## src/hw/rtl/v4sp_pkg.sv

```systemverilog
// ----------------------------------------------------------------------------
// v4sp_pkg
// Shared types and constants for the version 4 signature packet parser.
// ----------------------------------------------------------------------------
package v4sp_pkg;

    localparam int IN_TDATA_W  = 8;
    localparam int OUT_TDATA_W = 184;

    localparam int Q_DEPTH = 4;
    localparam int Q_AW    = $clog2(Q_DEPTH);
    localparam int Q_CW    = $clog2(Q_DEPTH + 1);

    localparam logic [1:0] STATUS_OK         = 2'd0;
    localparam logic [1:0] STATUS_BAD_PACKET = 2'd1;
    localparam logic [1:0] STATUS_BAD_FORMAT = 2'd2;

    localparam logic KIND_PAYLOAD = 1'b0;
    localparam logic KIND_SUMMARY = 1'b1;

    typedef struct packed {
        logic        kind;
        logic        run_last;
        logic [7:0]  payload_byte;
        logic [1:0]  status;
        logic [7:0]  signature_class;
        logic [7:0]  key_algorithm;
        logic [7:0]  digest_algorithm;
        logic [31:0] created_at;
        logic [63:0] issuer_id;
        logic [15:0] digest_prefix;
        logic [15:0] hashed_area_length;
        logic [15:0] payload_length;
    } t_result;

    typedef struct packed {
        logic [1:0] count;
        t_result    first;
        t_result    second;
    } t_push;

endpackage

```

## src/hw/rtl/v4sp_front.sv

```systemverilog
// ----------------------------------------------------------------------------
// v4sp_front
// Byte parser: walks header, subpacket areas and prefix, emits result words.
// ----------------------------------------------------------------------------
module v4sp_front (
    input  logic            i_clk,
    input  logic            i_rst_n,
    input  logic            i_accept,
    input  logic [7:0]      i_byte,
    input  logic            i_end,
    output v4sp_pkg::t_push o_push
);
    import v4sp_pkg::*;

    localparam logic [3:0] ST_VERSION  = 4'd0;
    localparam logic [3:0] ST_CLASS    = 4'd1;
    localparam logic [3:0] ST_KEYALG   = 4'd2;
    localparam logic [3:0] ST_HASHALG  = 4'd3;
    localparam logic [3:0] ST_HLEN_HI  = 4'd4;
    localparam logic [3:0] ST_HLEN_LO  = 4'd5;
    localparam logic [3:0] ST_SUB_LEN  = 4'd6;
    localparam logic [3:0] ST_SUB_LENX = 4'd7;
    localparam logic [3:0] ST_SUB_TYPE = 4'd8;
    localparam logic [3:0] ST_SUB_BODY = 4'd9;
    localparam logic [3:0] ST_ULEN_HI  = 4'd10;
    localparam logic [3:0] ST_ULEN_LO  = 4'd11;
    localparam logic [3:0] ST_PFX_HI   = 4'd12;
    localparam logic [3:0] ST_PFX_LO   = 4'd13;
    localparam logic [3:0] ST_PAYLOAD  = 4'd14;
    localparam logic [3:0] ST_ERROR    = 4'd15;

    localparam logic [7:0] SUB_CREATION = 8'd2;
    localparam logic [7:0] SUB_ISSUER   = 8'd16;
    localparam logic [7:0] VERSION_4    = 8'd4;
    localparam logic [7:0] LEN_TWO_BASE = 8'd192;
    localparam logic [7:0] LEN_FIVE     = 8'd255;
    localparam logic [2:0] MIN_BYTES    = 3'd7;

    logic [3:0]  r_stage,   n_stage;
    logic [2:0]  r_cnt,     n_cnt;
    logic [15:0] r_area,    n_area;
    logic [15:0] r_sub,     n_sub;
    logic [2:0]  r_seen,    n_seen;
    logic [7:0]  r_type,    n_type;
    logic [63:0] r_vs,      n_vs;
    logic [1:0]  r_err,     n_err;
    logic        r_unh,     n_unh;
    logic        r_in_area, n_in_area;
    logic [7:0]  r_class,   n_class;
    logic [7:0]  r_keyalg,  n_keyalg;
    logic [7:0]  r_digalg,  n_digalg;
    logic [31:0] r_created, n_created;
    logic [63:0] r_issuer,  n_issuer;
    logic [15:0] r_prefix,  n_prefix;
    logic [15:0] r_hlen,    n_hlen;
    logic [15:0] r_paylen,  n_paylen;

    always_comb begin
        logic [15:0] area_dec;
        logic [15:0] sub_dec;
        logic [15:0] open_len;
        logic [31:0] len;
        logic [1:0]  status;
        t_result     summ;
        t_result     pay;

        n_stage   = r_stage;
        n_cnt     = r_cnt;
        n_area    = r_area;
        n_sub     = r_sub;
        n_seen    = r_seen;
        n_type    = r_type;
        n_vs      = r_vs;
        n_err     = r_err;
        n_unh     = r_unh;
        n_in_area = r_in_area;
        n_class   = r_class;
        n_keyalg  = r_keyalg;
        n_digalg  = r_digalg;
        n_created = r_created;
        n_issuer  = r_issuer;
        n_prefix  = r_prefix;
        n_hlen    = r_hlen;
        n_paylen  = r_paylen;
        area_dec  = r_area - 16'd1;
        sub_dec   = r_sub - 16'd1;
        open_len  = {r_area[15:8], i_byte};
        len       = '0;
        status    = STATUS_OK;
        summ      = '0;
        pay       = '0;
        o_push    = '0;

        if (i_accept) begin
            if (r_cnt != MIN_BYTES) begin
                n_cnt = r_cnt + 3'd1;
            end
            if (r_stage == ST_PAYLOAD) begin
                pay.kind         = KIND_PAYLOAD;
                pay.payload_byte = i_byte;
                o_push.count     = 2'd1;
                o_push.first     = pay;
            end
            case (r_stage)
                ST_VERSION: begin
                    if (i_byte != VERSION_4) begin
                        n_err     = STATUS_BAD_FORMAT;
                        n_in_area = 1'b0;
                        n_stage   = ST_ERROR;
                    end else begin
                        n_stage = ST_CLASS;
                    end
                end
                ST_CLASS: begin
                    n_class = i_byte;
                    n_stage = ST_KEYALG;
                end
                ST_KEYALG: begin
                    n_keyalg = i_byte;
                    n_stage  = ST_HASHALG;
                end
                ST_HASHALG: begin
                    n_digalg = i_byte;
                    n_stage  = ST_HLEN_HI;
                end
                ST_HLEN_HI, ST_ULEN_HI: begin
                    n_area  = {i_byte, 8'h00};
                    n_stage = r_stage + 4'd1;
                end
                ST_HLEN_LO: begin
                    n_area  = open_len;
                    n_hlen  = open_len;
                    n_unh   = 1'b0;
                    n_stage = (open_len == 16'd0) ? ST_ULEN_HI : ST_SUB_LEN;
                end
                ST_ULEN_LO: begin
                    n_area  = open_len;
                    n_unh   = 1'b1;
                    n_stage = (open_len == 16'd0) ? ST_PFX_HI : ST_SUB_LEN;
                end
                ST_SUB_LEN: begin
                    n_area = area_dec;
                    if (i_byte < LEN_TWO_BASE) begin
                        len = {24'd0, i_byte};
                        if (len == 32'd0 || len > {16'd0, area_dec}) begin
                            n_err     = STATUS_BAD_PACKET;
                            n_in_area = 1'b0;
                            n_stage   = ST_ERROR;
                        end else begin
                            n_sub   = len[15:0];
                            n_stage = ST_SUB_TYPE;
                        end
                    end else begin
                        n_type = i_byte;
                        n_seen = (i_byte == LEN_FIVE) ? 3'd4 : 3'd1;
                        n_vs   = (i_byte == LEN_FIVE) ? 64'd0
                               : {48'd0, i_byte - LEN_TWO_BASE, 8'h00};
                        if (area_dec == 16'd0) begin
                            n_err     = STATUS_BAD_PACKET;
                            n_in_area = 1'b0;
                            n_stage   = ST_ERROR;
                        end else begin
                            n_stage = ST_SUB_LENX;
                        end
                    end
                end
                ST_SUB_LENX: begin
                    n_area = area_dec;
                    n_seen = r_seen - 3'd1;
                    if (r_type == LEN_FIVE) begin
                        n_vs = {32'd0, r_vs[23:0], i_byte};
                    end else begin
                        n_vs = r_vs + {56'd0, i_byte} + {56'd0, LEN_TWO_BASE};
                    end
                    len = n_vs[31:0];
                    if (n_seen == 3'd0) begin
                        if (len == 32'd0 || len > {16'd0, area_dec}) begin
                            n_err     = STATUS_BAD_PACKET;
                            n_in_area = 1'b0;
                            n_stage   = ST_ERROR;
                        end else begin
                            n_sub   = len[15:0];
                            n_stage = ST_SUB_TYPE;
                        end
                    end else if (area_dec == 16'd0) begin
                        n_err     = STATUS_BAD_PACKET;
                        n_in_area = 1'b0;
                        n_stage   = ST_ERROR;
                    end
                end
                ST_SUB_TYPE: begin
                    n_area = area_dec;
                    n_sub  = sub_dec;
                    n_type = i_byte;
                    n_vs   = '0;
                    if ((i_byte == SUB_CREATION && sub_dec != 16'd4) ||
                        (i_byte == SUB_ISSUER && sub_dec != 16'd8)) begin
                        n_err     = STATUS_BAD_FORMAT;
                        n_in_area = 1'b1;
                        n_stage   = ST_ERROR;
                    end else if (sub_dec != 16'd0) begin
                        n_stage = ST_SUB_BODY;
                    end else if (area_dec != 16'd0) begin
                        n_stage = ST_SUB_LEN;
                    end else begin
                        n_stage = r_unh ? ST_PFX_HI : ST_ULEN_HI;
                    end
                end
                ST_SUB_BODY: begin
                    n_area = area_dec;
                    n_sub  = sub_dec;
                    n_vs   = {r_vs[55:0], i_byte};
                    if (sub_dec == 16'd0) begin
                        if (r_type == SUB_CREATION) begin
                            n_created = n_vs[31:0];
                        end else if (r_type == SUB_ISSUER) begin
                            n_issuer = n_vs;
                        end
                        if (area_dec != 16'd0) begin
                            n_stage = ST_SUB_LEN;
                        end else begin
                            n_stage = r_unh ? ST_PFX_HI : ST_ULEN_HI;
                        end
                    end
                end
                ST_PFX_HI: begin
                    n_prefix = {i_byte, 8'h00};
                    n_stage  = ST_PFX_LO;
                end
                ST_PFX_LO: begin
                    n_prefix = {r_prefix[15:8], i_byte};
                    n_stage  = ST_PAYLOAD;
                end
                ST_PAYLOAD: begin
                    if (r_paylen != 16'hFFFF) begin
                        n_paylen = r_paylen + 16'd1;
                    end
                end
                default: begin
                    if (r_in_area && r_area != 16'd0) begin
                        n_area = area_dec;
                    end
                end
            endcase

            if (i_end) begin
                if (n_cnt != MIN_BYTES) begin
                    status = STATUS_BAD_PACKET;
                end else if (n_stage == ST_ERROR) begin
                    status = (n_err == STATUS_BAD_FORMAT && n_in_area && n_area != 16'd0)
                           ? STATUS_BAD_PACKET : n_err;
                end else if (n_stage != ST_PAYLOAD) begin
                    status = STATUS_BAD_PACKET;
                end else begin
                    status = STATUS_OK;
                end
                summ.kind     = KIND_SUMMARY;
                summ.run_last = 1'b1;
                summ.status   = status;
                if (status == STATUS_OK) begin
                    summ.signature_class    = n_class;
                    summ.key_algorithm      = n_keyalg;
                    summ.digest_algorithm   = n_digalg;
                    summ.created_at         = n_created;
                    summ.issuer_id          = n_issuer;
                    summ.digest_prefix      = n_prefix;
                    summ.hashed_area_length = n_hlen;
                    summ.payload_length     = n_paylen;
                end
                if (r_stage == ST_PAYLOAD) begin
                    o_push.count  = 2'd2;
                    o_push.second = summ;
                end else begin
                    o_push.count = 2'd1;
                    o_push.first = summ;
                end
                n_stage   = ST_VERSION;
                n_cnt     = '0;
                n_area    = '0;
                n_sub     = '0;
                n_seen    = '0;
                n_type    = '0;
                n_vs      = '0;
                n_err     = STATUS_OK;
                n_unh     = 1'b0;
                n_in_area = 1'b0;
                n_class   = '0;
                n_keyalg  = '0;
                n_digalg  = '0;
                n_created = '0;
                n_issuer  = '0;
                n_prefix  = '0;
                n_hlen    = '0;
                n_paylen  = '0;
            end
        end
    end

    always_ff @(posedge i_clk) begin
        if (!i_rst_n) begin
            r_stage   <= ST_VERSION;
            r_cnt     <= '0;
            r_area    <= '0;
            r_sub     <= '0;
            r_seen    <= '0;
            r_type    <= '0;
            r_vs      <= '0;
            r_err     <= STATUS_OK;
            r_unh     <= 1'b0;
            r_in_area <= 1'b0;
            r_class   <= '0;
            r_keyalg  <= '0;
            r_digalg  <= '0;
            r_created <= '0;
            r_issuer  <= '0;
            r_prefix  <= '0;
            r_hlen    <= '0;
            r_paylen  <= '0;
        end else begin
            r_stage   <= n_stage;
            r_cnt     <= n_cnt;
            r_area    <= n_area;
            r_sub     <= n_sub;
            r_seen    <= n_seen;
            r_type    <= n_type;
            r_vs      <= n_vs;
            r_err     <= n_err;
            r_unh     <= n_unh;
            r_in_area <= n_in_area;
            r_class   <= n_class;
            r_keyalg  <= n_keyalg;
            r_digalg  <= n_digalg;
            r_created <= n_created;
            r_issuer  <= n_issuer;
            r_prefix  <= n_prefix;
            r_hlen    <= n_hlen;
            r_paylen  <= n_paylen;
        end
    end

endmodule

```

## src/hw/rtl/v4sp_queue.sv

```systemverilog
// ----------------------------------------------------------------------------
// v4sp_queue
// Short result queue between parser and output stage, up to two writes per cycle.
// ----------------------------------------------------------------------------
module v4sp_queue (
    input  logic              i_clk,
    input  logic              i_rst_n,
    input  v4sp_pkg::t_push   i_push,
    input  logic              i_pop,
    output logic              o_valid,
    output v4sp_pkg::t_result o_head,
    output logic              o_room
);
    import v4sp_pkg::*;

    t_result           r_mem [Q_DEPTH];
    logic [Q_AW-1:0]   r_wr, n_wr;
    logic [Q_AW-1:0]   r_rd, n_rd;
    logic [Q_CW-1:0]   r_cnt, n_cnt;
    logic [Q_AW-1:0]   wr_next;

    assign wr_next = r_wr + Q_AW'(1);
    assign o_valid = (r_cnt != '0);
    assign o_head  = r_mem[r_rd];
    assign o_room  = (r_cnt <= Q_CW'(Q_DEPTH - 2));

    always_comb begin
        n_wr  = r_wr + Q_AW'(i_push.count);
        n_rd  = i_pop ? r_rd + Q_AW'(1) : r_rd;
        n_cnt = r_cnt + Q_CW'(i_push.count) - Q_CW'(i_pop);
    end

    always_ff @(posedge i_clk) begin
        if (i_push.count != 2'd0) begin
            r_mem[r_wr] <= i_push.first;
        end
        if (i_push.count == 2'd2) begin
            r_mem[wr_next] <= i_push.second;
        end
    end

    always_ff @(posedge i_clk) begin
        if (!i_rst_n) begin
            r_wr  <= '0;
            r_rd  <= '0;
            r_cnt <= '0;
        end else begin
            r_wr  <= n_wr;
            r_rd  <= n_rd;
            r_cnt <= n_cnt;
        end
    end

endmodule

```

## src/hw/rtl/v4sp_back.sv

```systemverilog
// ----------------------------------------------------------------------------
// v4sp_back
// Output register stage: pops result words and holds them for the sink.
// ----------------------------------------------------------------------------
module v4sp_back (
    input  logic                           i_clk,
    input  logic                           i_rst_n,
    input  logic                           i_q_valid,
    input  v4sp_pkg::t_result              i_q_head,
    output logic                           o_pop,
    output logic                           o_tvalid,
    input  logic                           i_tready,
    output logic [v4sp_pkg::OUT_TDATA_W-1:0] o_tdata,
    output logic                           o_tlast,
    output logic                           o_tuser
);
    import v4sp_pkg::*;

    logic    r_valid, n_valid;
    t_result r_item;

    assign o_pop   = i_q_valid && (!r_valid || i_tready);
    assign n_valid = o_pop || (r_valid && !i_tready);

    always_ff @(posedge i_clk) begin
        if (!i_rst_n) begin
            r_valid <= 1'b0;
        end else begin
            r_valid <= n_valid;
        end
    end

    always_ff @(posedge i_clk) begin
        if (o_pop) begin
            r_item <= i_q_head;
        end
    end

    assign o_tvalid = r_valid;
    assign o_tlast  = r_item.run_last;
    assign o_tuser  = r_item.kind;
    assign o_tdata  = {6'd0,
                       r_item.payload_length,
                       r_item.hashed_area_length,
                       r_item.digest_prefix,
                       r_item.issuer_id,
                       r_item.created_at,
                       r_item.digest_algorithm,
                       r_item.key_algorithm,
                       r_item.signature_class,
                       r_item.status,
                       r_item.payload_byte};

endmodule

```

## src/hw/rtl/v4_signature_packet_parser.sv

```systemverilog
// ----------------------------------------------------------------------------
// v4_signature_packet_parser
// Version 4 signature packet body parser with payload pass-through and summary.
// ----------------------------------------------------------------------------
// Throughput: one body byte per cycle while the queue has room; the end byte
// may yield two words, which drain one per cycle through the four-entry queue
// while the sink is ready. A word is written into the queue when its byte is
// taken; with queue and output register empty it is registered out in the next cycle.
// Reset: synchronous, active low; clears parser state, queue and output stage.
module v4_signature_packet_parser (
    input  logic                             i_clk,
    input  logic                             i_rst_n,
    input  logic                             i_s_axis_tvalid,
    output logic                             o_s_axis_tready,
    input  logic [v4sp_pkg::IN_TDATA_W-1:0]  i_s_axis_tdata,  // data_byte
    input  logic                             i_s_axis_tlast,
    output logic                             o_m_axis_tvalid,
    input  logic                             i_m_axis_tready,
    // payload_byte, status, signature_class, key_algorithm, digest_algorithm,
    // created_at, issuer_id, digest_prefix, hashed_area_length, payload_length
    output logic [v4sp_pkg::OUT_TDATA_W-1:0] o_m_axis_tdata,
    output logic                             o_m_axis_tlast,
    output logic                             o_m_axis_tuser   // kind
);
    import v4sp_pkg::*;

    t_push   push;
    t_result head;
    logic    q_valid;
    logic    q_room;
    logic    pop;

    assign o_s_axis_tready = q_room;

    v4sp_front u_front (
        .i_clk    (i_clk),
        .i_rst_n  (i_rst_n),
        .i_accept (i_s_axis_tvalid && q_room),
        .i_byte   (i_s_axis_tdata),
        .i_end    (i_s_axis_tlast),
        .o_push   (push)
    );

    v4sp_queue u_queue (
        .i_clk   (i_clk),
        .i_rst_n (i_rst_n),
        .i_push  (push),
        .i_pop   (pop),
        .o_valid (q_valid),
        .o_head  (head),
        .o_room  (q_room)
    );

    v4sp_back u_back (
        .i_clk     (i_clk),
        .i_rst_n   (i_rst_n),
        .i_q_valid (q_valid),
        .i_q_head  (head),
        .o_pop     (pop),
        .o_tvalid  (o_m_axis_tvalid),
        .i_tready  (i_m_axis_tready),
        .o_tdata   (o_m_axis_tdata),
        .o_tlast   (o_m_axis_tlast),
        .o_tuser   (o_m_axis_tuser)
    );

endmodule

```

## config.mk

```make
export PLATFORM = sky130hd
export DESIGN_NAME = v4_signature_packet_parser
export DESIGN_NICKNAME = d
export VERILOG_FILES = /design/src/hw/rtl/v4sp_pkg.sv /design/src/hw/rtl/v4sp_front.sv /design/src/hw/rtl/v4sp_queue.sv /design/src/hw/rtl/v4sp_back.sv /design/src/hw/rtl/v4_signature_packet_parser.sv
export SDC_FILE = /design/constraint.sdc
export NUM_CORES = 2
export LEC_CHECK = 0
export ABC_AREA = 0
export BUFFER_PORTS_ARGS = -buffer_cell sky130_fd_sc_hd__buf_2
export CAP_MARGIN = 40
export CORE_ASPECT_RATIO = 1.5
export CORE_MARGIN = 2
export CORE_UTILIZATION = 70
export CTS_BUF_LIST = sky130_fd_sc_hd__clkbuf_4
export DETAILED_ROUTE_END_ITERATION = 10
export GPL_TIMING_DRIVEN = 0
export PLACE_DENSITY = 0.92
export SLEW_MARGIN = 5
export SYNTH_ARGS = -nofsm -noshare
export SYNTH_HDL_FRONTEND = slang
export SYNTH_HIERARCHICAL = 1
export SYNTH_SLANG_ARGS = --single-unit
export TNS_END_PERCENT = 20
```

## constraint.sdc

```tcl
create_clock -name i_clk -period 40.3 [get_ports i_clk]
set_input_delay 6.045 -clock i_clk [delete_from_list [all_inputs] [get_ports i_clk]]
set_output_delay 6.045 -clock i_clk [all_outputs]
set_load 0.02 [all_outputs]
```

======== Yosys cells after proc, flatten, opt, wreduce, memory -nomap -nowiden ========
Memory sizes are Yosys's and may differ from the RTL's. A register that Yosys moved wholly into a read port is not among the register bits.
Index checks and enable logic that the tools add are counted.
cells by class
  eq/ne operators ......................... 35
  reductions and logical operators ........ 44
  magnitude comparators ................... 4
  muxes and demuxes ....................... 105
  add/subtract/negate cells ............... 14
operators with widths
  cell                   number
  $mux 362               2
  $mux 64                10
  $mux 180               2
  $pmux 64 s4            1
  $mux 16                15
  $mux 181               1
  $mux 168               1
  $mux 32                4
  $add 64x8->64          1
  $add 64x8->64 const B  1
  $mux 8                 8
  $pmux 16 s4            1
  $reduce_bool 16->1     4
  $mux 4                 13
  $pmux 4 s13            1
  $logic_not 16->1       3
  $pmux 16 s3            1
  $eq 4x4->1 const B     8
  $gt 32x16->1           1
  $logic_not 32->1       1
  $pmux 16 s2            1
  $sub 16x1->16 const B  2
  $mux 2                 15
  $mux 3                 9
  49 further kinds       96
word-level totals
  bits in writable memories ............... 720
  input bits .............................. 13
  flip-flop bits (word level) ............. 294
  memories ................................ 1
  logic and storage cells ................. 225
  output and inout bits ................... 188
memory list
  name           words  bits a word  rd ports  clocked after memory_dff  wr ports  RTL line          source
  u_queue.r_mem  4      180          1         1                         2         v4sp_queue.sv:16  t_result r_mem [Q_DEPTH];

======== Longest topological paths before layout ========
  depth after elaboration ................. 27
  depth in mapped cells ................... 30
  gate-level depth less buffers ........... 25

======== By module ========
The synthesis kept the hierarchy.
modules (own cells, without submodules)
  module                      cells each  seq. area each (sq um)  instances  area each (sq um)
  v4sp_queue                  1788        21800.9                 1          36336.1
  v4sp_front                  2708        5565.3                  1          20021.7
  v4sp_back                   191         5425.2                  1          5501.5
  v4_signature_packet_parser  1           0.0                     1          6.3

======== Worst setup path before layout ========
OpenSTA, ideal clock, no wires.
  kind .................................... in2reg
  from .................................... in i_s_axis_tvalid
  to ...................................... mem u_queue/r_mem[0][0] (netlist name) (enable)
  stages on the path ...................... 9
  slack ................................... 18765 ps
  data arrival time ....................... 20552 ps
  path buffers ............................ 5
  library setup time ...................... 983 ps
  data required time ...................... 39317 ps
  path through ............................ and2_1 > clkbuf_1 > clkbuf_1 > clkbuf_1 > and2_1 > buf_4 > buf_2 > nor2_1 > o31ai_1
RTL lines
  element      RTL line                          source
  from (decl)  v4_signature_packet_parser.sv:13  input logic i_s_axis_tvalid,
  to (decl)    v4sp_queue.sv:16

==> impl_metrics.toml <==
[outcome]
status = "completed"

[sta]
post-route-period-util = 0.3602
setup_ws_ps = 25780
rsz0062_at_grt = "no"
min_period_ps = 14520
worstMarginPinSlew_ps = 1028
worst_slew_margin_rel = 0.3147
fin_hold_ws_ps = 507.5
hold_viol = 0
setup_viol = 0
clock_skew_ps = 137.2
slew_viol_final = 0
max_freq_ghz = 0.06889
tns_ps = 0

[floorplanning]
io_pins = 201
dieArea_um2 = 90820
die_x_um = 246.7
die_y_um = 368.1
core-area_um2 = 87700
fp-row-count = 133
start_util = 0.7054

[clock_network]
clockRootBuffer = "clkbuf_4"
clock-sinks = 1188
clock_latency_ps = 1340
cts.repair.resized = 0
cts.htree.levels = 5
holdBufCountCts = 0
cts.reportedPaths.clkPinSlew_ps = 60
cts_tree = "yes"
clk_path_buf_depth = 4
cts_setup_buffers = 0
tritoncts.num_buffers = 288

[setup_path]
critPathCaptureType = "flip-flop"
critPathKind = "primary input to flip-flop"
worstSetupStartpoint = "i_s_axis_tdata[6]"
critPathMostFrequentCell = "clkbuf_1"
r2r_start = "u_front/r_vs[6]"
r2r_end = "u_queue/r_mem[0][143]"
start_kind = "primary input"
slowest_stage = "clkbuf_1"
ff2ff_path_depth = 28
rrSetupSlack_ps = 30590
crit_path_max_incr_delay_ps = 620
critPathArrivalTime_ps = 15510
cp.required_ps = 41290
cp_max_fo = 10

[placed_design]
numPlacedInstances = 6108
dpl-instance-area_um2 = 65490
io_buffers = 194
dp_hpwl_um = 131900
gp_congestion = 1.014
dp_slack_ps = 25170

[pwr]
vdd_drop_max_v = 0.00008538
total_power_mw = 3.409
power.density_nw_per_um2 = 49.44
leakagePower_nw = 24.61

[drt]
dr.pass1.iters = 9
routed_wl_um = 200000
drtAntennaViolNets = 0
viasPerCell = 6.932
drtIter0Drc = 5519
remaining_drc_errors = 0
vias = 45770
wl_per_cell_um = 30.28

[logic_synthesis]
synth-main-ff-cell = "edfxtp_1"
synth-edff-count = 900
yosysTopAreaCell = "edfxtp_1"
ys_seq_elements = 1188
synth_cell_types = 90
syn_inst = 4688
ys_warn_count = 6
ys_seq_area_frac = 0.5300
netlist.area_leader.share = 0.4368
syn_area_per_cell_um2 = 13.20
syn_area_um2 = 61870
async_reset_ff_frac = 0
yosys-top-cells-area = "edfxtp_1, dfxtp_1, mux2_4, mux4_2, mux2_2"

[finish]
fin_area_um2 = 68940
final_cell_mix = "edfxtp_1, nor2_1, clkbuf_4, mux2_2, mux2_4"
nets = 5328
final_cells = 6603
area_delta_synth_final_pct = 11.44
final_util = 0.7861
final_common_cell = "edfxtp_1"
drive_gt1_frac = 0.3118

[global_routing]
grt_max_degree = 36
track_usage = 0.4402
grt-ovfl-total = 0
grt_pass1_wl_um = 292800
grt_pass1_vias = 46950
antenna_found_initial = 10

[hold_path]
min_path_type = "flip-flop to flip-flop"
hold_path_startpoint = "u_front/r_seen[0]"
holdPathEnd = "u_front/r_seen[0]"
whs_path_depth = 2

[flow_run]
maxCapViolCount = 0
how the worst max path moves through the flow:
stage / endpoint / slack [ps] / cells past startpoint
floorplan: u_queue/r_mem[0][0] / 18760 / 9
global placement: u_queue/r_mem[0][100] / 7100 / 10
detailed placement: u_queue/r_mem[2][19] / 25170 / 29
CTS: u_queue/r_mem[1][19] / 26390 / 29
global route: u_queue/r_mem[1][13] / 25930 / 29
finish: u_queue/r_mem[0][143] / 25780 / 30
power breakdown:
group	switching, mW	leakage, nW	internal [mW]
Clock	0.498	2.06	0.479
Sequential	0.0510	11.1	1.49
Combinational	0.585	11.4	0.310
synth_stat cells (17+ instances only):
cell      instances
buf_2            54
ha_1             60
mux2_2          352
a22oi_1         215
mux2_1           80
nand4_1          30
o21ai_0          93
inv_1            77
clkbuf_1        226
a21boi_0         23
and3_1           23
o22ai_1          38
nand3_1          47
buf_6            60
buf_4            29
xor2_1           33
and2_1           72
or3_1            24
edfxtp_1        900
nor3_1           55
a21oi_1          84
o211ai_1         20
nor4_1           21
mux2_4          289
nor2b_1         226
mux4_2          180
buf_1            17
mux2i_1         138
nor2_1          463
dfxtp_1         288
nand2_1         181
xnor2_1          46
registers in the layout, summed over array words and instances (netlist names), 32 cells and up, named ones only:
register	count
u_front/r_created	32
u_front/r_issuer	64
u_front/r_vs	56
u_queue/r_mem	720
u_back/o_tdata	178
final cells by class:
class / count / area, µm²
Fill cell: 4679 / 18760
Clock inverter: 67 / 286.5
Tap cell: 1147 / 1435
Multi-Input combinational cell: 3037 / 26590
Buffer: 397 / 2296
Sequential cell: 1188 / 32790
Timing Repair Buffer: 263 / 2106
Antenna cell: 10 / 25.02
Inverter: 78 / 292.8
Clock buffer: 416 / 3123
per-layer routing:
| metal | up-vias | share of wire | GRT usage |
|---|---|---|---|
| li1 | 18960 | - | - |
| met1 | 22150 | 0.32 | 0.4745 |
| met2 | 3520 | 0.48 | 0.7236 |
| met3 | 1136 | 0.10 | 0.1214 |
| met4 | 4 | 0.096 | 0.3544 |
| met5 | - | 0.00016 | 0 |
worst max-delay path, delay by kind of cell:
| family | cells | cell delay [ps] |
|---|---|---|
| buf+inv | 10 | 3190 |
| compound gates | 7 | 2080 |
| fa+ha+maj | 3 | 970 |
| mux | 1 | 370 |
| simple gates | 9 | 2770 |
kinds of logic after synthesis:
group / after synthesis / synth area share
AOI/OAI and AO/OA: 620 / 0.06884
muxes: 1039 / 0.2366
buffers and inverters: 475 / 0.04184
other: 2 / 0.0001214
DFF: 1188 / 0.5300
adders and majority gates: 62 / 0.01278
and+or+nand+nor: 1221 / 0.09781
xor gates and xnor gates: 81 / 0.01193
Power figures use the tool's default switching activity.
